**src/rtl/pia_pkg.sv**
```systemverilog
// ----------------------------------------------------------------------------
// Padded integer to ASCII - package
// Widths, beat layout, character codes, job record and state types.
// ----------------------------------------------------------------------------
`default_nettype none

package pia_pkg;

    localparam int VALUE_BITS      = 64;
    localparam int MAX_FIELD_WIDTH = 63;

    localparam int VALUE_W = 64;
    localparam int FW_W    = 6;
    localparam int CHAR_W  = 7;

    localparam int OCT_DIGITS = (VALUE_BITS + 2) / 3;
    localparam int HEX_DIGITS = (VALUE_BITS + 3) / 4;
    localparam int DEC_DIGITS = (VALUE_BITS * 1233) / 4096 + 1;
    localparam int MAX_DIGITS_OD = (OCT_DIGITS > DEC_DIGITS) ? OCT_DIGITS : DEC_DIGITS;
    localparam int MAX_DIGITS = (MAX_DIGITS_OD > HEX_DIGITS) ? MAX_DIGITS_OD : HEX_DIGITS;
    localparam int OCT_W      = OCT_DIGITS * 3;
    localparam int HEX_W      = HEX_DIGITS * 4;
    localparam int NDIG_W     = $clog2(MAX_DIGITS + 1);
    localparam int DIG_IDX_W  = $clog2(MAX_DIGITS);
    localparam int BODY_W     = FW_W + 1;
    localparam int CONV_CNT_W = $clog2(VALUE_BITS);

    localparam int QUEUE_DEPTH = 2;
    localparam int QPTR_W      = $clog2(QUEUE_DEPTH);
    localparam int QCNT_W      = $clog2(QUEUE_DEPTH + 1);

    // input beat layout
    localparam int TD_VALUE      = 0;
    localparam int TD_NEGATIVE   = TD_VALUE + VALUE_W;
    localparam int TD_FORCE_PLUS = TD_NEGATIVE + 1;
    localparam int TD_SPACE_SIGN = TD_FORCE_PLUS + 1;
    localparam int TD_ZERO_PAD   = TD_SPACE_SIGN + 1;
    localparam int TD_LEFT_ALIGN = TD_ZERO_PAD + 1;
    localparam int TD_FIELD_W    = TD_LEFT_ALIGN + 1;
    localparam int TD_EMPTY_ZERO = TD_FIELD_W + FW_W;
    localparam int IN_BITS       = TD_EMPTY_ZERO + 1;
    localparam int IN_DATA_W     = ((IN_BITS + 7) / 8) * 8;
    localparam int IN_USER_W     = 2;
    localparam int OUT_DATA_W    = ((CHAR_W + 7) / 8) * 8;

    localparam logic [CHAR_W-1:0] CH_ZERO    = 7'h30;
    localparam logic [CHAR_W-1:0] CH_SPACE   = 7'h20;
    localparam logic [CHAR_W-1:0] CH_MINUS   = 7'h2D;
    localparam logic [CHAR_W-1:0] CH_PLUS    = 7'h2B;
    localparam logic [CHAR_W-1:0] CH_LOWER_A = 7'h61;
    localparam logic [CHAR_W-1:0] CH_UPPER_A = 7'h41;

    typedef enum logic [1:0] {
        MODE_OCT,
        MODE_DEC,
        MODE_HEX_LOWER,
        MODE_HEX_UPPER
    } radix_t;

    typedef enum logic [1:0] {
        PAD_LEAD,
        PAD_ZERO,
        PAD_TRAIL
    } pad_mode_t;

    typedef enum logic [1:0] {
        F_IDLE,
        F_CONV,
        F_PUSH
    } front_state_t;

    typedef enum logic [2:0] {
        B_IDLE,
        B_LEAD,
        B_SIGN,
        B_ZERO,
        B_DIGIT,
        B_TRAIL
    } back_state_t;

    typedef struct packed {
        logic [MAX_DIGITS-1:0][3:0] digits;
        logic [NDIG_W-1:0]          ndig;
        logic                       upper;
        logic                       has_sign;
        logic [CHAR_W-1:0]          sign_char;
        pad_mode_t                  pad_mode;
        logic [FW_W-1:0]            pad;
    } job_t;

    function automatic logic [CHAR_W-1:0] digit_char(input logic [3:0] d, input logic upper);
        logic [CHAR_W-1:0] base;
        begin
            base = upper ? CH_UPPER_A : CH_LOWER_A;
            if (d < 4'd10)
            begin
                digit_char = CH_ZERO + {3'b000, d};
            end
            else
            begin
                digit_char = base + {3'b000, d} - 7'd10;
            end
        end
    endfunction

endpackage

`default_nettype wire

```
**src/rtl/pia_front.sv**
```systemverilog
// ----------------------------------------------------------------------------
// Padded integer to ASCII - front end
// Accepts beats, splits the value into digits (shift-add-3 for decimal),
// works out sign and padding, pushes one job record per number bar empty zeros.
// ----------------------------------------------------------------------------
`default_nettype none

module pia_front (
    input  wire logic                          clk,
    input  wire logic                          rst_n,
    input  wire logic                          s_tvalid,
    output logic                               s_tready,
    input  wire logic [pia_pkg::IN_DATA_W-1:0] s_tdata,
    input  wire logic [pia_pkg::IN_USER_W-1:0] s_tuser,
    input  wire logic                          q_full,
    output logic                               q_push,
    output pia_pkg::job_t                      q_job
);

    pia_pkg::front_state_t state_reg, state_next;

    logic [pia_pkg::MAX_DIGITS-1:0][3:0] dig_reg, dig_next;
    logic [pia_pkg::VALUE_BITS-1:0]      bin_reg;
    logic [pia_pkg::CONV_CNT_W-1:0]      cnt_reg;
    logic                                upper_reg;
    logic                                has_sign_reg;
    logic [pia_pkg::CHAR_W-1:0]          sign_char_reg;
    pia_pkg::pad_mode_t                  pad_mode_reg;
    logic [pia_pkg::FW_W-1:0]            width_reg;

    logic                           accept;
    logic                           drop;
    pia_pkg::radix_t                mode;
    logic [pia_pkg::VALUE_BITS-1:0] value;
    logic [pia_pkg::FW_W-1:0]       fw;
    logic [pia_pkg::OCT_W-1:0]      oct_bits;
    logic [pia_pkg::HEX_W-1:0]      hex_bits;

    logic [pia_pkg::DEC_DIGITS-1:0][3:0] adj;
    logic [pia_pkg::DEC_DIGITS-1:0]      carry;
    logic [pia_pkg::NDIG_W-1:0]          ndig;
    logic [pia_pkg::BODY_W-1:0]          body;

    assign accept   = s_tvalid && s_tready;
    assign mode     = pia_pkg::radix_t'(s_tuser);
    assign value    = s_tdata[pia_pkg::TD_VALUE +: pia_pkg::VALUE_BITS];
    assign fw       = s_tdata[pia_pkg::TD_FIELD_W +: pia_pkg::FW_W];
    assign drop     = s_tdata[pia_pkg::TD_EMPTY_ZERO] && (value == '0);
    assign oct_bits = pia_pkg::OCT_W'(value);
    assign hex_bits = pia_pkg::HEX_W'(value);

    // shift-add-3 step
    always_comb
    begin
        for (int i = 0; i < pia_pkg::DEC_DIGITS; i++)
        begin
            adj[i] = (dig_reg[i] >= 4'd5) ? dig_reg[i] + 4'd3 : dig_reg[i];
        end
        carry[0] = bin_reg[pia_pkg::VALUE_BITS-1];
        for (int i = 1; i < pia_pkg::DEC_DIGITS; i++)
        begin
            carry[i] = adj[i-1][3];
        end
    end

    always_comb
    begin
        dig_next = dig_reg;
        if (accept)
        begin
            dig_next = '0;
            unique case (mode)
                pia_pkg::MODE_OCT:
                begin
                    for (int i = 0; i < pia_pkg::OCT_DIGITS; i++)
                    begin
                        dig_next[i] = {1'b0, oct_bits[3*i +: 3]};
                    end
                end
                pia_pkg::MODE_HEX_LOWER, pia_pkg::MODE_HEX_UPPER:
                begin
                    for (int i = 0; i < pia_pkg::HEX_DIGITS; i++)
                    begin
                        dig_next[i] = hex_bits[4*i +: 4];
                    end
                end
                default:
                begin
                    dig_next = '0;
                end
            endcase
        end
        else if (state_reg == pia_pkg::F_CONV)
        begin
            for (int i = 0; i < pia_pkg::DEC_DIGITS; i++)
            begin
                dig_next[i] = {adj[i][2:0], carry[i]};
            end
        end
    end

    // next state
    always_comb
    begin
        state_next = state_reg;
        unique case (state_reg)
            pia_pkg::F_IDLE:
            begin
                if (accept && !drop)
                begin
                    state_next = (mode == pia_pkg::MODE_DEC) ? pia_pkg::F_CONV : pia_pkg::F_PUSH;
                end
            end
            pia_pkg::F_CONV:
            begin
                if (cnt_reg == '0)
                begin
                    state_next = pia_pkg::F_PUSH;
                end
            end
            pia_pkg::F_PUSH:
            begin
                if (!q_full)
                begin
                    state_next = pia_pkg::F_IDLE;
                end
            end
            default:
            begin
                state_next = pia_pkg::F_IDLE;
            end
        endcase
    end

    // outputs
    always_comb
    begin
        s_tready = (state_reg == pia_pkg::F_IDLE);
        q_push   = (state_reg == pia_pkg::F_PUSH) && !q_full;

        ndig = pia_pkg::NDIG_W'(1);
        for (int i = 1; i < pia_pkg::MAX_DIGITS; i++)
        begin
            if (dig_reg[i] != 4'd0)
            begin
                ndig = pia_pkg::NDIG_W'(i + 1);
            end
        end
        body = pia_pkg::BODY_W'(ndig) + pia_pkg::BODY_W'(has_sign_reg);

        q_job.digits    = dig_reg;
        q_job.ndig      = ndig;
        q_job.upper     = upper_reg;
        q_job.has_sign  = has_sign_reg;
        q_job.sign_char = sign_char_reg;
        q_job.pad_mode  = pad_mode_reg;
        q_job.pad       = ({1'b0, width_reg} > body)
                        ? pia_pkg::FW_W'({1'b0, width_reg} - body) : '0;
    end

    always_ff @(posedge clk or negedge rst_n)
    begin
        if (!rst_n)
        begin
            state_reg <= pia_pkg::F_IDLE;
        end
        else
        begin
            state_reg <= state_next;
        end
    end

    always_ff @(posedge clk)
    begin
        dig_reg <= dig_next;
        if (accept)
        begin
            bin_reg   <= value;
            cnt_reg   <= pia_pkg::CONV_CNT_W'(pia_pkg::VALUE_BITS - 1);
            upper_reg <= (mode == pia_pkg::MODE_HEX_UPPER);
            width_reg <= (fw > pia_pkg::FW_W'(pia_pkg::MAX_FIELD_WIDTH))
                       ? pia_pkg::FW_W'(pia_pkg::MAX_FIELD_WIDTH) : fw;
            has_sign_reg <= s_tdata[pia_pkg::TD_NEGATIVE] || s_tdata[pia_pkg::TD_FORCE_PLUS]
                         || s_tdata[pia_pkg::TD_SPACE_SIGN];
            priority if (s_tdata[pia_pkg::TD_NEGATIVE])
            begin
                sign_char_reg <= pia_pkg::CH_MINUS;
            end
            else if (s_tdata[pia_pkg::TD_FORCE_PLUS])
            begin
                sign_char_reg <= pia_pkg::CH_PLUS;
            end
            else
            begin
                sign_char_reg <= pia_pkg::CH_SPACE;
            end
            priority if (s_tdata[pia_pkg::TD_LEFT_ALIGN])
            begin
                pad_mode_reg <= pia_pkg::PAD_TRAIL;
            end
            else if (s_tdata[pia_pkg::TD_ZERO_PAD])
            begin
                pad_mode_reg <= pia_pkg::PAD_ZERO;
            end
            else
            begin
                pad_mode_reg <= pia_pkg::PAD_LEAD;
            end
        end
        else if (state_reg == pia_pkg::F_CONV)
        begin
            bin_reg <= {bin_reg[pia_pkg::VALUE_BITS-2:0], 1'b0};
            cnt_reg <= cnt_reg - 1'b1;
        end
    end

endmodule

`default_nettype wire

```
**src/rtl/pia_queue.sv**
```systemverilog
// ----------------------------------------------------------------------------
// Padded integer to ASCII - job queue
// Short FIFO of job records between the front and back ends.
// ----------------------------------------------------------------------------
`default_nettype none

module pia_queue (
    input  wire logic          clk,
    input  wire logic          rst_n,
    input  wire logic          push,
    input  wire pia_pkg::job_t push_data,
    input  wire logic          pop,
    output pia_pkg::job_t      pop_data,
    output logic               full,
    output logic               empty
);

    pia_pkg::job_t mem [pia_pkg::QUEUE_DEPTH];

    logic [pia_pkg::QPTR_W-1:0] wr_ptr_reg, wr_ptr_next;
    logic [pia_pkg::QPTR_W-1:0] rd_ptr_reg, rd_ptr_next;
    logic [pia_pkg::QCNT_W-1:0] count_reg, count_next;
    logic                       do_push;
    logic                       do_pop;

    assign full     = (count_reg == pia_pkg::QCNT_W'(pia_pkg::QUEUE_DEPTH));
    assign empty    = (count_reg == '0);
    assign do_push  = push && !full;
    assign do_pop   = pop && !empty;
    assign pop_data = mem[rd_ptr_reg];

    always_comb
    begin
        wr_ptr_next = wr_ptr_reg;
        rd_ptr_next = rd_ptr_reg;
        count_next  = count_reg;
        if (do_push)
        begin
            wr_ptr_next = (wr_ptr_reg == pia_pkg::QPTR_W'(pia_pkg::QUEUE_DEPTH - 1))
                        ? '0 : wr_ptr_reg + 1'b1;
        end
        if (do_pop)
        begin
            rd_ptr_next = (rd_ptr_reg == pia_pkg::QPTR_W'(pia_pkg::QUEUE_DEPTH - 1))
                        ? '0 : rd_ptr_reg + 1'b1;
        end
        if (do_push && !do_pop)
        begin
            count_next = count_reg + 1'b1;
        end
        else if (do_pop && !do_push)
        begin
            count_next = count_reg - 1'b1;
        end
    end

    always_ff @(posedge clk or negedge rst_n)
    begin
        if (!rst_n)
        begin
            wr_ptr_reg <= '0;
            rd_ptr_reg <= '0;
            count_reg  <= '0;
        end
        else
        begin
            wr_ptr_reg <= wr_ptr_next;
            rd_ptr_reg <= rd_ptr_next;
            count_reg  <= count_next;
        end
    end

    always_ff @(posedge clk)
    begin
        if (do_push)
        begin
            mem[wr_ptr_reg] <= push_data;
        end
    end

endmodule

`default_nettype wire

```
**src/rtl/pia_back.sv**
```systemverilog
// ----------------------------------------------------------------------------
// Padded integer to ASCII - back end
// Walks a job through lead pad, sign, zero pad, digits and trailing pad,
// one character per beat into a registered output stage.
// ----------------------------------------------------------------------------
`default_nettype none

module pia_back (
    input  wire logic                           clk,
    input  wire logic                           rst_n,
    input  wire logic                           q_empty,
    input  wire pia_pkg::job_t                  q_data,
    output logic                                q_pop,
    output logic                                m_tvalid,
    input  wire logic                           m_tready,
    output logic [pia_pkg::OUT_DATA_W-1:0]      m_tdata,   // [6:0] character
    output logic                                m_tlast
);

    pia_pkg::back_state_t state_reg, state_next;
    pia_pkg::job_t        job_reg, job_next;
    logic [pia_pkg::FW_W-1:0]   cnt_reg, cnt_next;
    logic                       tvalid_reg;
    logic [pia_pkg::CHAR_W-1:0] char_reg;
    logic                       tlast_reg;

    logic                          adv;
    logic                          emit;
    logic                          last;
    logic [pia_pkg::CHAR_W-1:0]    char_out;
    logic [pia_pkg::DIG_IDX_W-1:0] idx;

    function automatic pia_pkg::back_state_t next_after(input pia_pkg::back_state_t st,
                                                        input pia_pkg::job_t j);
        logic pad_on;
        begin
            pad_on = (j.pad != '0);
            unique case (st)
                pia_pkg::B_IDLE:
                begin
                    priority if (pad_on && j.pad_mode == pia_pkg::PAD_LEAD)
                        next_after = pia_pkg::B_LEAD;
                    else if (j.has_sign)
                        next_after = pia_pkg::B_SIGN;
                    else if (pad_on && j.pad_mode == pia_pkg::PAD_ZERO)
                        next_after = pia_pkg::B_ZERO;
                    else
                        next_after = pia_pkg::B_DIGIT;
                end
                pia_pkg::B_LEAD:
                    next_after = j.has_sign ? pia_pkg::B_SIGN : pia_pkg::B_DIGIT;
                pia_pkg::B_SIGN:
                    next_after = (pad_on && j.pad_mode == pia_pkg::PAD_ZERO)
                               ? pia_pkg::B_ZERO : pia_pkg::B_DIGIT;
                pia_pkg::B_ZERO:
                    next_after = pia_pkg::B_DIGIT;
                pia_pkg::B_DIGIT:
                    next_after = (pad_on && j.pad_mode == pia_pkg::PAD_TRAIL)
                               ? pia_pkg::B_TRAIL : pia_pkg::B_IDLE;
                default:
                    next_after = pia_pkg::B_IDLE;
            endcase
        end
    endfunction

    function automatic logic [pia_pkg::FW_W-1:0] phase_len(input pia_pkg::back_state_t st,
                                                           input pia_pkg::job_t j);
        begin
            unique case (st)
                pia_pkg::B_LEAD, pia_pkg::B_ZERO, pia_pkg::B_TRAIL:
                    phase_len = j.pad;
                pia_pkg::B_SIGN:
                    phase_len = pia_pkg::FW_W'(1);
                pia_pkg::B_DIGIT:
                    phase_len = pia_pkg::FW_W'(j.ndig);
                default:
                    phase_len = '0;
            endcase
        end
    endfunction

    assign adv = !tvalid_reg || m_tready;

    // next state
    always_comb
    begin
        state_next = state_reg;
        cnt_next   = cnt_reg;
        job_next   = job_reg;
        q_pop      = 1'b0;
        unique case (state_reg)
            pia_pkg::B_IDLE:
            begin
                if (!q_empty)
                begin
                    q_pop      = 1'b1;
                    job_next   = q_data;
                    state_next = next_after(pia_pkg::B_IDLE, q_data);
                    cnt_next   = phase_len(state_next, q_data);
                end
            end
            default:
            begin
                if (adv)
                begin
                    if (cnt_reg == pia_pkg::FW_W'(1))
                    begin
                        state_next = next_after(state_reg, job_reg);
                        cnt_next   = phase_len(state_next, job_reg);
                    end
                    else
                    begin
                        cnt_next = cnt_reg - 1'b1;
                    end
                end
            end
        endcase
    end

    // outputs
    always_comb
    begin
        emit = (state_reg != pia_pkg::B_IDLE);
        last = (cnt_reg == pia_pkg::FW_W'(1))
            && (next_after(state_reg, job_reg) == pia_pkg::B_IDLE);
        idx  = pia_pkg::DIG_IDX_W'(cnt_reg - 1'b1);
        unique case (state_reg)
            pia_pkg::B_SIGN:  char_out = job_reg.sign_char;
            pia_pkg::B_ZERO:  char_out = pia_pkg::CH_ZERO;
            pia_pkg::B_DIGIT: char_out = pia_pkg::digit_char(job_reg.digits[idx], job_reg.upper);
            default:          char_out = pia_pkg::CH_SPACE;
        endcase
    end

    always_ff @(posedge clk or negedge rst_n)
    begin
        if (!rst_n)
        begin
            state_reg  <= pia_pkg::B_IDLE;
            cnt_reg    <= '0;
            tvalid_reg <= 1'b0;
        end
        else
        begin
            state_reg <= state_next;
            cnt_reg   <= cnt_next;
            if (adv)
            begin
                tvalid_reg <= emit;
            end
        end
    end

    always_ff @(posedge clk)
    begin
        job_reg <= job_next;
        if (adv && emit)
        begin
            char_reg  <= char_out;
            tlast_reg <= last;
        end
    end

    assign m_tvalid = tvalid_reg;
    assign m_tdata  = pia_pkg::OUT_DATA_W'(char_reg);
    assign m_tlast  = tlast_reg;

endmodule

`default_nettype wire

```
**src/rtl/padded_integer_to_ascii.sv**
```systemverilog
// ----------------------------------------------------------------------------
// Padded integer to ASCII - top level
// Path: front end (decimal adds a shift-add-3 conversion), job queue, then
// the back end with its registered output stage.
// Throughput: one character per cycle out unless m_tready stalls, with an idle
// back end state between numbers; the front takes a new number once the last job is pushed.
// Reset: asynchronous, clears all control state; no clearing pass.
// ----------------------------------------------------------------------------
`default_nettype none

module padded_integer_to_ascii (
    input  wire logic                          clk,
    input  wire logic                          rst_n,
    input  wire logic                          s_tvalid,
    output logic                               s_tready,
    // value, negative, force_plus, space_sign, zero_pad, left_align,
    // field_width, empty_if_zero
    input  wire logic [pia_pkg::IN_DATA_W-1:0] s_tdata,
    input  wire logic [pia_pkg::IN_USER_W-1:0] s_tuser,  // mode
    output logic                               m_tvalid,
    input  wire logic                          m_tready,
    output logic [pia_pkg::OUT_DATA_W-1:0]     m_tdata,  // character
    output logic                               m_tlast   // last
);

    logic          q_push;
    logic          q_pop;
    logic          q_full;
    logic          q_empty;
    pia_pkg::job_t q_job;
    pia_pkg::job_t q_head;

    pia_front u_front (
        .clk      (clk),
        .rst_n    (rst_n),
        .s_tvalid (s_tvalid),
        .s_tready (s_tready),
        .s_tdata  (s_tdata),
        .s_tuser  (s_tuser),
        .q_full   (q_full),
        .q_push   (q_push),
        .q_job    (q_job)
    );

    pia_queue u_queue (
        .clk       (clk),
        .rst_n     (rst_n),
        .push      (q_push),
        .push_data (q_job),
        .pop       (q_pop),
        .pop_data  (q_head),
        .full      (q_full),
        .empty     (q_empty)
    );

    pia_back u_back (
        .clk      (clk),
        .rst_n    (rst_n),
        .q_empty  (q_empty),
        .q_data   (q_head),
        .q_pop    (q_pop),
        .m_tvalid (m_tvalid),
        .m_tready (m_tready),
        .m_tdata  (m_tdata),
        .m_tlast  (m_tlast)
    );

endmodule

`default_nettype wire

```
**config.mk**
```make
export PLATFORM = sky130hd
export DESIGN_NAME = padded_integer_to_ascii
export DESIGN_NICKNAME = d
export VERILOG_FILES = /design/src/rtl/pia_pkg.sv /design/src/rtl/pia_front.sv /design/src/rtl/pia_queue.sv /design/src/rtl/pia_back.sv /design/src/rtl/padded_integer_to_ascii.sv
export SDC_FILE = /design/constraint.sdc
export NUM_CORES = 1
export LEC_CHECK = 0
export BUFFER_PORTS_ARGS = -buffer_cell sky130_fd_sc_hd__buf_2
export CAP_MARGIN = 15
export CORE_AREA = 2 2 236 331
export CTS_CLUSTER_SIZE = 30
export DETAILED_ROUTE_END_ITERATION = 10
export DIE_AREA = 0 0 238 333
export GPL_TIMING_DRIVEN = 0
export RECOVER_POWER = 100
export SETUP_SLACK_MARGIN = 0.5
export SLEW_MARGIN = 20
export SYNTH_ARGS = -nofsm -noshare
export SYNTH_HDL_FRONTEND = slang
export SYNTH_SLANG_ARGS = --single-unit
export TNS_END_PERCENT = 1
```
**constraint.sdc**
```tcl
create_clock -name clk -period 6.3 [get_ports clk]
set_input_delay 0 -clock clk [delete_from_list [all_inputs] [get_ports clk]]
set_output_delay 0 -clock clk [all_outputs]
set_load 0.02 [all_outputs]
```
==> run metrics <==
outcome=complete, but fails checks; failing checks=max-capacitance violations, max-slew violations; Global Route Usage Sum=15.0%; Top Family by Delay on Critical Path=buffers and inverters; CTS tree=yes; crit end category=flop; grt ovf=0; Rel. slew slack=-83.8%; Peak Freq=0.174 GHz; Worst Max-Slew Pin Slew=2.76 ns; # rows=120; CP arrival=6.18 ns; DIE AREA=79300 µm²; Worst-Skew Late Latency=0.63 ns; Die Wd=238 µm; Non-Filler Instances=2926; wire length of the first global-routing pass=90300 µm; remaining antenna violation count=0; post-synthesis area per instance=13.5 µm²; IO Count=97; area leader, netlist=edfxtp_1; commonest non-fill, non-tap cells in the layout=475 x edfxtp_1, 242 x nand2_1, 96 x clkbuf_1, 90 x mux2_2, 88 x a21oi_1; max reg flops=204; Leakage=9.38 nW; via-per-instance ratio=5.00; Post-CTS Setup Inserts=0; initial antenna violation count=2; Synth Flop Type=edfxtp_1; Worst Skew=0.0566 ns; post-synth net total=1834; GP Congestion=0.916; critical path fanouts, max=10; vias in the first global route=15.1k; clock root buffer=clkbuf_16; worst vdd ir=0.274 mV; Worst Slack Setup Final=0.562 ns; total CTS buffers=49; Clock transition at path regs=0.06 ns; Synth Register Bits=497; DRC errors left=0; Synth Warn #=0; total power=12.7 mW; Post-DP HPWL=43200 µm; Clock Sink Count=497; Initial Util=29.7%; most common cell after layout, fill and taps aside=edfxtp_1; Starting DRT DRC Count=1583; Hold Crit Class=primary input to flop; PortBufs=84; setup tns final=0 ns; dpl ws=0.932 ns; Period minus WS final=5.74 ns; WL final=60300 µm; critical-path cell list=buf_6 > buf_6 > clkbuf_2 > inv_1 > ha_1 > clkbuf_1 > clkbuf_1 > mux4_2 > a211oi_1 > a311oi_1 > a31oi_1 > ha_1 > inv_1 > or3_1 > nand3_1; placed insts=2753; fillers=7300; crit-path max cell delay=0.74 ns; endpoints failing setup=0; largest net degree at the start of global routing=58; Synth cell types=70; Die Height=333 µm; CTS max path bufs=3; PwrDens=471 nW/µm²; cell area after layout=26900 µm²; RSZ-0062 raised after global routing=false; maxcap violations=4; CP Buf/Inv Count=7; layout cells sized above 1=14.7%; sequential share of the synthesized area=65.3%; async set or reset register ratio after synthesis=3.22%; Placed Area=24600 µm²; H-tree levels=2; CP Data Required Time=6.74 ns; Crit Path Class=flop to flop; mapped cell area=22600 µm²; Post-synth EDFFs=475; first drt pass iteration count=6; Setup crit start kind=flop; Max Slew Vio Count=155; synth-to-layout area growth=18.7%; nets@finish=2059; Tcrit/Tclk final=91.1%; Final Hold Violating Endpoints=0; Register Area=14800 µm²; Core ar.=76300 µm²; CP max-delay cell=clkbuf_1; via count=14.6k; wire per inst=20.6 µm; Cells after Synth=1683; Synth top area share=63.0%; Synth area leaders=edfxtp_1 63%, mux2_2 5.2%, nand2_1 4.0%; area of the multi-input gates=7320 µm²
worst register-to-register path: stages, from the launching register on:
cell and delay (ns):
dfrtp_1 0.39, buf_6 0.19, buf_6 0.21, clkbuf_2 0.47, inv_1 0.20, ha_1 0.55
clkbuf_1 0.67, clkbuf_1 0.74, mux4_2 0.45, a211oi_1 0.45, a311oi_1 0.10, a31oi_1 0.40
ha_1 0.28, inv_1 0.06, or3_1 0.36, nand3_1 0.09
area by class of cell:
cell class	count	share of cell area [%]
repair buffers	174	4.69
plain buffers	76	1.16
clock inverters	33	1.67
multi-input cells	1049	27.2
clock buffers	59	4.82
diodes	1	0.00931
flip-flops and latches	497	55.0
well taps	976	4.54
inverters	61	0.857
where the power goes:
part | switching [mW] | internal [mW]
clock network | 1.32 | 1.82
logic | 2.26 | 1.33
registers | 0.672 | 5.26
total | 4.25 | 8.41
synth_stat cells, types with 3 or more instances:
cell type / n
buf_6: 4
a22oi_1: 20
nand4_1: 7
nor4_1: 18
inv_1: 60
mux4_1: 6
o31ai_1: 5
or3_1: 21
dfrtp_1: 16
mux2i_1: 12
and3_1: 8
nand2b_1: 32
or4_1: 3
xnor2_1: 29
mux4_2: 16
a31oi_1: 11
and2_1: 9
nand3_1: 38
a221oi_1: 31
clkbuf_1: 64
a32o_1: 3
dfxtp_1: 6
ha_1: 64
or3b_2: 7
nor3b_1: 34
nor2b_1: 6
o22ai_1: 4
xor2_1: 26
a21oi_1: 88
mux2_2: 104
edfxtp_1: 475
o21ai_0: 77
nand2_1: 242
a211oi_1: 3
nor2_1: 76
nor3_1: 10
buf_1: 5
kinds of logic (layout without fill, tap and decap cells):
group                    after synthesis  count (layout)  synth area share [%]
XOR/XNOR                              57              57                  2.32
other                                  2               3                0.0332
AND/OR/NAND/NOR                      524             524                  11.1
multiplexers                         138             138                  7.99
AO/OA/AOI/OAI                        263             263                  7.18
adder cells (fa/ha/maj)               65              65                  3.62
buffers and inverters                137             403                  2.43
flip-flops                           497             497                  65.3
final timing paths:
kind / start / cells after the start / endpoint / slack (ns)
setup / recovery: u_back.cnt_reg[0] / 15 / u_back.char_reg[2] / 0.56
hold / removal: s_tdata[73] / 2 / u_front.width_reg[4] / 0.17
setup reg to reg: u_back.cnt_reg[0] / 15 / u_back.char_reg[2] / 0.56
hold reg to reg: u_front.sign_char_reg[2] / 0 / u_queue.mem[0][10] / 0.46
max in group asynchronous: rst_n / 2 / u_back.cnt_reg[5] / 5.30
min in group asynchronous: rst_n / 2 / u_front.state_reg[1] / 0.25
stage by stage:
step / hold slack, ns / util [%]
after floorplan: -0.296 / -
after global placement: -0.0125 / 31.8
after detailed placement: 0.00494 / 32.2
after CTS: 0.0184 / 35.5
after global routing: 0.160 / 35.2
final: 0.168 / 35.2
routing by layer:
metal,up-vias,wire (µm),part of all wire (%),global-route usage [%]
met2,508,30900,51,26.8
met4,0,3270,5.4,8.38
li1,6731,-,-,-
met3,183,3180,5.3,2.32
met5,-,0,0,0
met1,7199,22900,38,17.0
repair_timing:
action	CTS	global route
setup endpoints to repair	0	12
hold endpoints to repair	175	0
gates resized for setup	0	2
hold buffers	80	0
No activity file was read; power rests on OpenSTA's default activity.
